`config.mk`:
```
export PLATFORM = sky130hd
export DESIGN_NAME = fpae_sqrt_cell
export DESIGN_NICKNAME = d
export VERILOG_FILES = /design/src/sv/fpae_pkg.sv /design/src/sv/fpae_sqrt_cell.sv
export SDC_FILE = /design/constraint.sdc
export NUM_CORES = 1
export LEC_CHECK = 0
export BUFFER_PORTS_ARGS = -buffer_cell sky130_fd_sc_hd__buf_2
export CORE_MARGIN = 4
export CORE_UTILIZATION = 25
export CTS_CLUSTER_SIZE = 16
export DETAILED_ROUTE_END_ITERATION = 16
export PLACE_DENSITY = 0.48
export SLEW_MARGIN = 25
export SYNTH_ARGS = -nofsm -noshare
export SYNTH_HDL_FRONTEND = slang
export SYNTH_SLANG_ARGS = --single-unit
```
`constraint.sdc`:
```
create_clock -name clk -period 3 [get_ports clk]
set_input_delay 0.45 -clock clk [delete_from_list [all_inputs] [get_ports clk]]
set_output_delay 0.45 -clock clk [all_outputs]
set_load 0.02 [all_outputs]
```
`src/sv/fpae_pkg.sv`:
```
// ----------------------------------------------------------------------------
// fpae_pkg: shared types and constants of the face pose angle estimator
// Angle limits, sine series constants and the pipeline depth of one arcsine cell.
// ----------------------------------------------------------------------------
package fpae_pkg;

  localparam int COORD_BITS_DEF = 12;

  // arcsine search code counts 1/512 degree, 16 bits wide
  localparam int          H_BITS    = 16;
  localparam logic [15:0] HALF_MAX  = 16'd46080;
  localparam logic [15:0] ANGLE_MAX = 16'd23040;

  // 1/512 degree in radians, Q46
  localparam logic [31:0] RAD_PER_HALF = 32'd2398762259;
  localparam logic [30:0] ONE_Q30      = 31'h4000_0000;

  // Taylor terms of the sine after the first: divisors (2k)(2k+1) and 2^32/divisor
  localparam int N_TERMS = 8;
  localparam logic [8:0] TERM_DIV [N_TERMS] = '{
    9'd6, 9'd20, 9'd42, 9'd72, 9'd110, 9'd156, 9'd210, 9'd272
  };
  localparam logic [29:0] TERM_RECIP [N_TERMS] = '{
    30'(64'd4294967296 / 64'd6),   30'(64'd4294967296 / 64'd20),
    30'(64'd4294967296 / 64'd42),  30'(64'd4294967296 / 64'd72),
    30'(64'd4294967296 / 64'd110), 30'(64'd4294967296 / 64'd156),
    30'(64'd4294967296 / 64'd210), 30'(64'd4294967296 / 64'd272)
  };

  // register layers in one arcsine cell: angle scale, square, three per term,
  // clamp and multiply, compare
  localparam int CELL_STAGES = 2 + 3 * N_TERMS + 2;

  localparam logic [16:0] DIST_MAX = 17'd131071;

  // how the final stage forms an angle
  typedef enum logic [1:0] {
    SEL_SEARCH,
    SEL_ZERO,
    SEL_CLIP,
    SEL_FULL
  } asin_sel_t;

  typedef struct packed {
    logic      neg;
    asin_sel_t sel;
  } ang_flag_t;

endpackage

```
`src/sv/fpae_sqrt_cell.sv`:
```
// ----------------------------------------------------------------------------
// fpae_sqrt_cell: one bit of the restoring square root
// Tries to set root bit B and takes (2r*2^B + 2^2B) off the remainder.
// ----------------------------------------------------------------------------
module fpae_sqrt_cell import fpae_pkg::*; #(
  parameter int RW = 17,
  parameter int VW = 33,
  parameter int B  = 16
) (
  input  logic          clk,
  input  logic          en,
  input  logic [RW-1:0] r_in,
  input  logic [VW-1:0] rem_in,
  output logic [RW-1:0] r_out,
  output logic [VW-1:0] rem_out
);

  localparam int EW = 2 * RW + 1;

  logic [EW-1:0] e;
  logic [EW-1:0] rx;

  assign e  = (EW'(r_in) << (B + 1)) | (EW'(1) << (2 * B));
  assign rx = EW'(rem_in);

  always_ff @(posedge clk) begin
    if (en) begin
      if (e <= rx) begin
        r_out   <= r_in | (RW'(1) << B);
        rem_out <= VW'(rx - e);
      end else begin
        r_out   <= r_in;
        rem_out <= rem_in;
      end
    end
  end

endmodule

```
# --- Word-level counts from Yosys, hierarchy flattened ---
# Cells that the tools add are included.
# W data, S select, Z words.
totals:
  register_bits: 50
  input_bits: 52
  elab_cells: 6
  out_inout_bits: 50
op_classes:
  addsub: 1
  n_mux: 1
  order_cmp: 1
ops:
  columns: ["operator", "n"]
  rows:
  - ["$le A34 B33 Y1", 1]
  - ["$mux W33", 1]
  - ["$sub A33 B33 Y33", 1]

# --- Depth between registers and ports, before layout ---
depth:
  word_depth: 2
  mapped_depth: 10

# --- Least setup slack after synthesis ---
# No wires, ideal clock.
synth_path:
  kind: "in2reg"
  from: "input r_in[10]"
  to: "register rem_out[25] (data pin)"
  path_buffers: 2
  t_arrival_ns: 2.270
  required_time_ns: 2.740
  slack_ns: 0.471
  cell_stages: 10
  cell_sequence: "inv_1 ha_1 buf_2 nand3_2 nor4_4 a22oi_2 and4bb_4 a22oi_4 buf_12 mux2i_1"
synth_between:
  elab_chain_cells: 2
synth_lines:
  columns: ["item", "line_no", "text"]
  rows:
  - ["start, declared", "fpae_sqrt_cell.sv:12", "input logic [RW-1:0] r_in,"]
  - ["$le A34 B33 Y1", "fpae_sqrt_cell.sv:28", "if (e <= rx) begin"]
  - ["$mux W33", "fpae_sqrt_cell.sv:28", null]
  - ["end signal, assigned", "fpae_sqrt_cell.sv:30", "rem_out <= VW'(rx - e);"]
  - ["end signal, assigned", "fpae_sqrt_cell.sv:33", "rem_out <= rem_in;"]
  - ["end, declared", "fpae_sqrt_cell.sv:15", "output logic [VW-1:0] rem_out"]
# No other way between the ends.
# A chain may end at the register's enable or synchronous reset.

# --- Final worst setup path ---
layout_path:
  from: "input r_in[3]"
  to: "register rem_out[32] (data pin)"
layout_between:
  elab_chain_cells: 2
layout_lines:
  columns: ["item", "line_no"]
  rows:
  - ["$sub A33 B33 Y33 or $le A34 B33 Y1 (tied branches)", "fpae_sqrt_cell.sv:30, fpae_sqrt_cell.sv:28"]
  - ["$mux W33 *", "fpae_sqrt_cell.sv:28"]
# Every way passes the cells marked *; elsewhere a longest branch is shown, timed or not.

==> impl_metrics.toml <==
[status]
status = "complete, no violations"

[yosys]
syn_area_mm2 = 0.002892
synth_nets = 315
synth_fa_ha_area_frac = 0.1324
yosys.area_share.simple = 0.09130
synth_ff_type = "edfxtp_1"
synth.area.top_cells = "edfxtp_1 (52%), ha_1 (13%), mux2i_1 (5.2%), inv_1 (4.2%), xor2_1 (2.1%)"
synth_sequential_area_ratio = 0.5193
post-synth-top-area-cell = "edfxtp_1"
muxShareOfSynthArea = 0.05193
ys_async_sr_fraction = 0
synthCells = 233
syn_avg_cell_area_um2 = 12.41
synth_top_cell_area_share = 0.5193
synth_warnings = 0
synth-xor-area-share = 0.03029
synth_edf_count = 50
synth_cell_types = 48
synth_top_family_by_area = "adder cells"
synth_common_cells = "edfxtp_1 (50), inv_1 (32), ha_1 (29)"
synth-compound-area-share = 0.1199
yosysMostFrequentCell = "edfxtp_1"
ys_ff_latch = 50

[clocking]
path_clk_slew_ns = 0.07
h-tree-depth = 2
numCtsBuffers = 5
cts_setup_buffers = 0
clock-sinks = 50
cts_tree = "done"
ctsResizeCount = 0
clock_path_buffers = 2
cts_hold_buf = 0
ctsRootBufferMaster = "clkbuf_16"

[final_layout]
antenna_cells = 0
area_growth_pct = 29.68
drive_above_1_share = 0.3547
nets = 426

[timing]
final_max_slew_viol_count = 0
fin_crit_ns = 2.463
fin_tns_setup_ns = 0
clock.fmax_ghz = 0.4060
setup_viol = 0
worstMarginPinSlew_ns = 0.6870
fin_hold_ws_ns = 0.3313
period_share = 0.8211
max_slew_margin = 0.5371
rsz0062_at_grt = "false"
finalHoldViolations = 0

[setup_path]
cp-end-kind = "register"
required_ns = 3.04
critPathArrivalTime_ns = 2.51
path_class = "input pin to register"
cp_slowest_cell = "ha_1"
startpoint_type = "input pin"
cp_slowest_stage_delay_ns = 0.37
path_cells = "buf_2 -> inv_1 -> ha_1 -> and4_1 -> a221o_1 -> a22oi_2 -> and4bb_4 -> a22oi_4 -> buf_12 -> a22o_1"
crit_fanout = 12

[die]
initial_core_util = 0.2543
dieWidth_um = 115.5
ioPinCount = 102
die-area_mm2 = 0.01335
core_mm2 = 0.01137
rows = 39
fp.dieH_um = 115.5

[global_route]
grt_pass1_vias = 2232
grt_pass1_wl_um = 11050
grt_usage = 0.1069
overflow = 0
grt_max_degree = 51
antenna_found_initial = 0

[routing]
drt-wirelength-per-cell_um = 14.94
drtIter0Drc = 66
postRouteAntennaNets = 0
drc = 0
routed-via-count = 2192
routed_via_density = 4.501
drtPass1Iterations = 4
drt_wl_total_um = 7275

[power]
p_leak_uw = 0.001813
peakVddDrop_mv = 0.1964
power_density_mw_per_mm2 = 496.5

[job]
cap_violations = 0

[place]
portBuffers = 101
dp_hpwl_um = 5667
gp_congestion = 0.7888

[hold_path]
hold_path.class = "input pin to register"
==> critical path: cells and delay by family <==
kind | cells | cell delay [ns]
AO/OA/AOI/OAI | 4 | 0.82
adder cells (fa/ha/maj) | 1 | 0.37
buffers and inverters | 3 | 0.31
AND/OR/NAND/NOR | 2 | 0.53
==> layout make-up <==
type | instances | area, µm²
Tap cell | 143 | 178.9
Inverter | 32 | 120.1
Timing Repair Buffer | 109 | 578.1
Fill cell | 1169 | 7620
Sequential cell | 50 | 1501
Clock buffer | 5 | 125.1
Clock inverter | 2 | 15.01
Multi-Input combinational cell | 146 | 1231
==> sequential cells by signal (all words and copies together) (netlist names) <==
signal   count
rem_out     33
r_out       17
==> cell usage in the layout, fill, tap and decap left out, drive strengths merged, types with 2 or more instances in the layout <==
master and instances:
nor4 4, nor3 5, nand2b 2, ha 29, a21boi 2, nor2b 2, nand3 6, and3 2
xnor2 3, clkinvlp 2, buf 109, o21a 4, edfxtp 50, a21oi 10, a211oi 3, clkbuf 5
or3 2, a22oi 2, o21ai 7, nor4b 2, a21o 4, o211ai 2, nand2 7, o2111a 2
xor2 7, nor2 7, inv 32, mux2i 15
==> path summary, 6_finish.rpt <==
kind	start	endpoint	slack (ns)	cells past startpoint
worst min-delay path	r_in[15]	r_out[15]$_DFFE_PP_	0.33	1
worst max-delay path	r_in[3]	rem_out[32]$_DFFE_PP_	0.54	10
==> report_power, final <==
part / internal [µW] / switching, µW / leakage [µW] / total [µW]
logic: 172 / 270 / 0.00126 / 442
registers: 840 / 14.7 / 0.000489 / 855
clock network: 305 / 260 / 0.0000619 / 565
==> metrics by stage <==
| stage | total power (µW) | utilization | area [µm²] | worst slack (ns) | cells |
|---|---|---|---|---|---|
| 3_3_place_gp | 1315 | 0.3175 | 3610 | 0.2692 | 480 |
| 5_1_grt | 1962 | 0.3298 | 3750 | 0.3411 | 487 |
| 3_5_place_dp | 1317 | 0.3175 | 3610 | 0.2232 | 480 |
| 4_1_cts | 1893 | 0.3298 | 3750 | 0.5316 | 487 |
| 2_1_floorplan | 1142 | - | 2892 | 0.4706 | 233 |
| 6_report | 1862 | 0.3298 | 3750 | 0.5368 | 487 |
==> cells by family (layout without fill, tap and decap cells) <==
group,count (synthesis),in the layout
AO/OA/AOI/OAI,47,47
XOR/XNOR,10,10
adder cells (fa/ha/maj),30,30
buffers and inverters,37,148
flip-flops,50,50
multiplexers,15,15
AND/OR/NAND/NOR,44,44
==> per-layer routing <==
metal	part of all wire	wire length [µm]	vias to the layer above	global-route usage
met5	0	0	-	0
met4	0.016	120	0	0.04147
met3	0.054	393	8	0.02350
met2	0.49	3539	60	0.1813
met1	0.44	3220	1044	0.1328
li1	-	-	1080	-
Power figures use the tool's default switching activity.
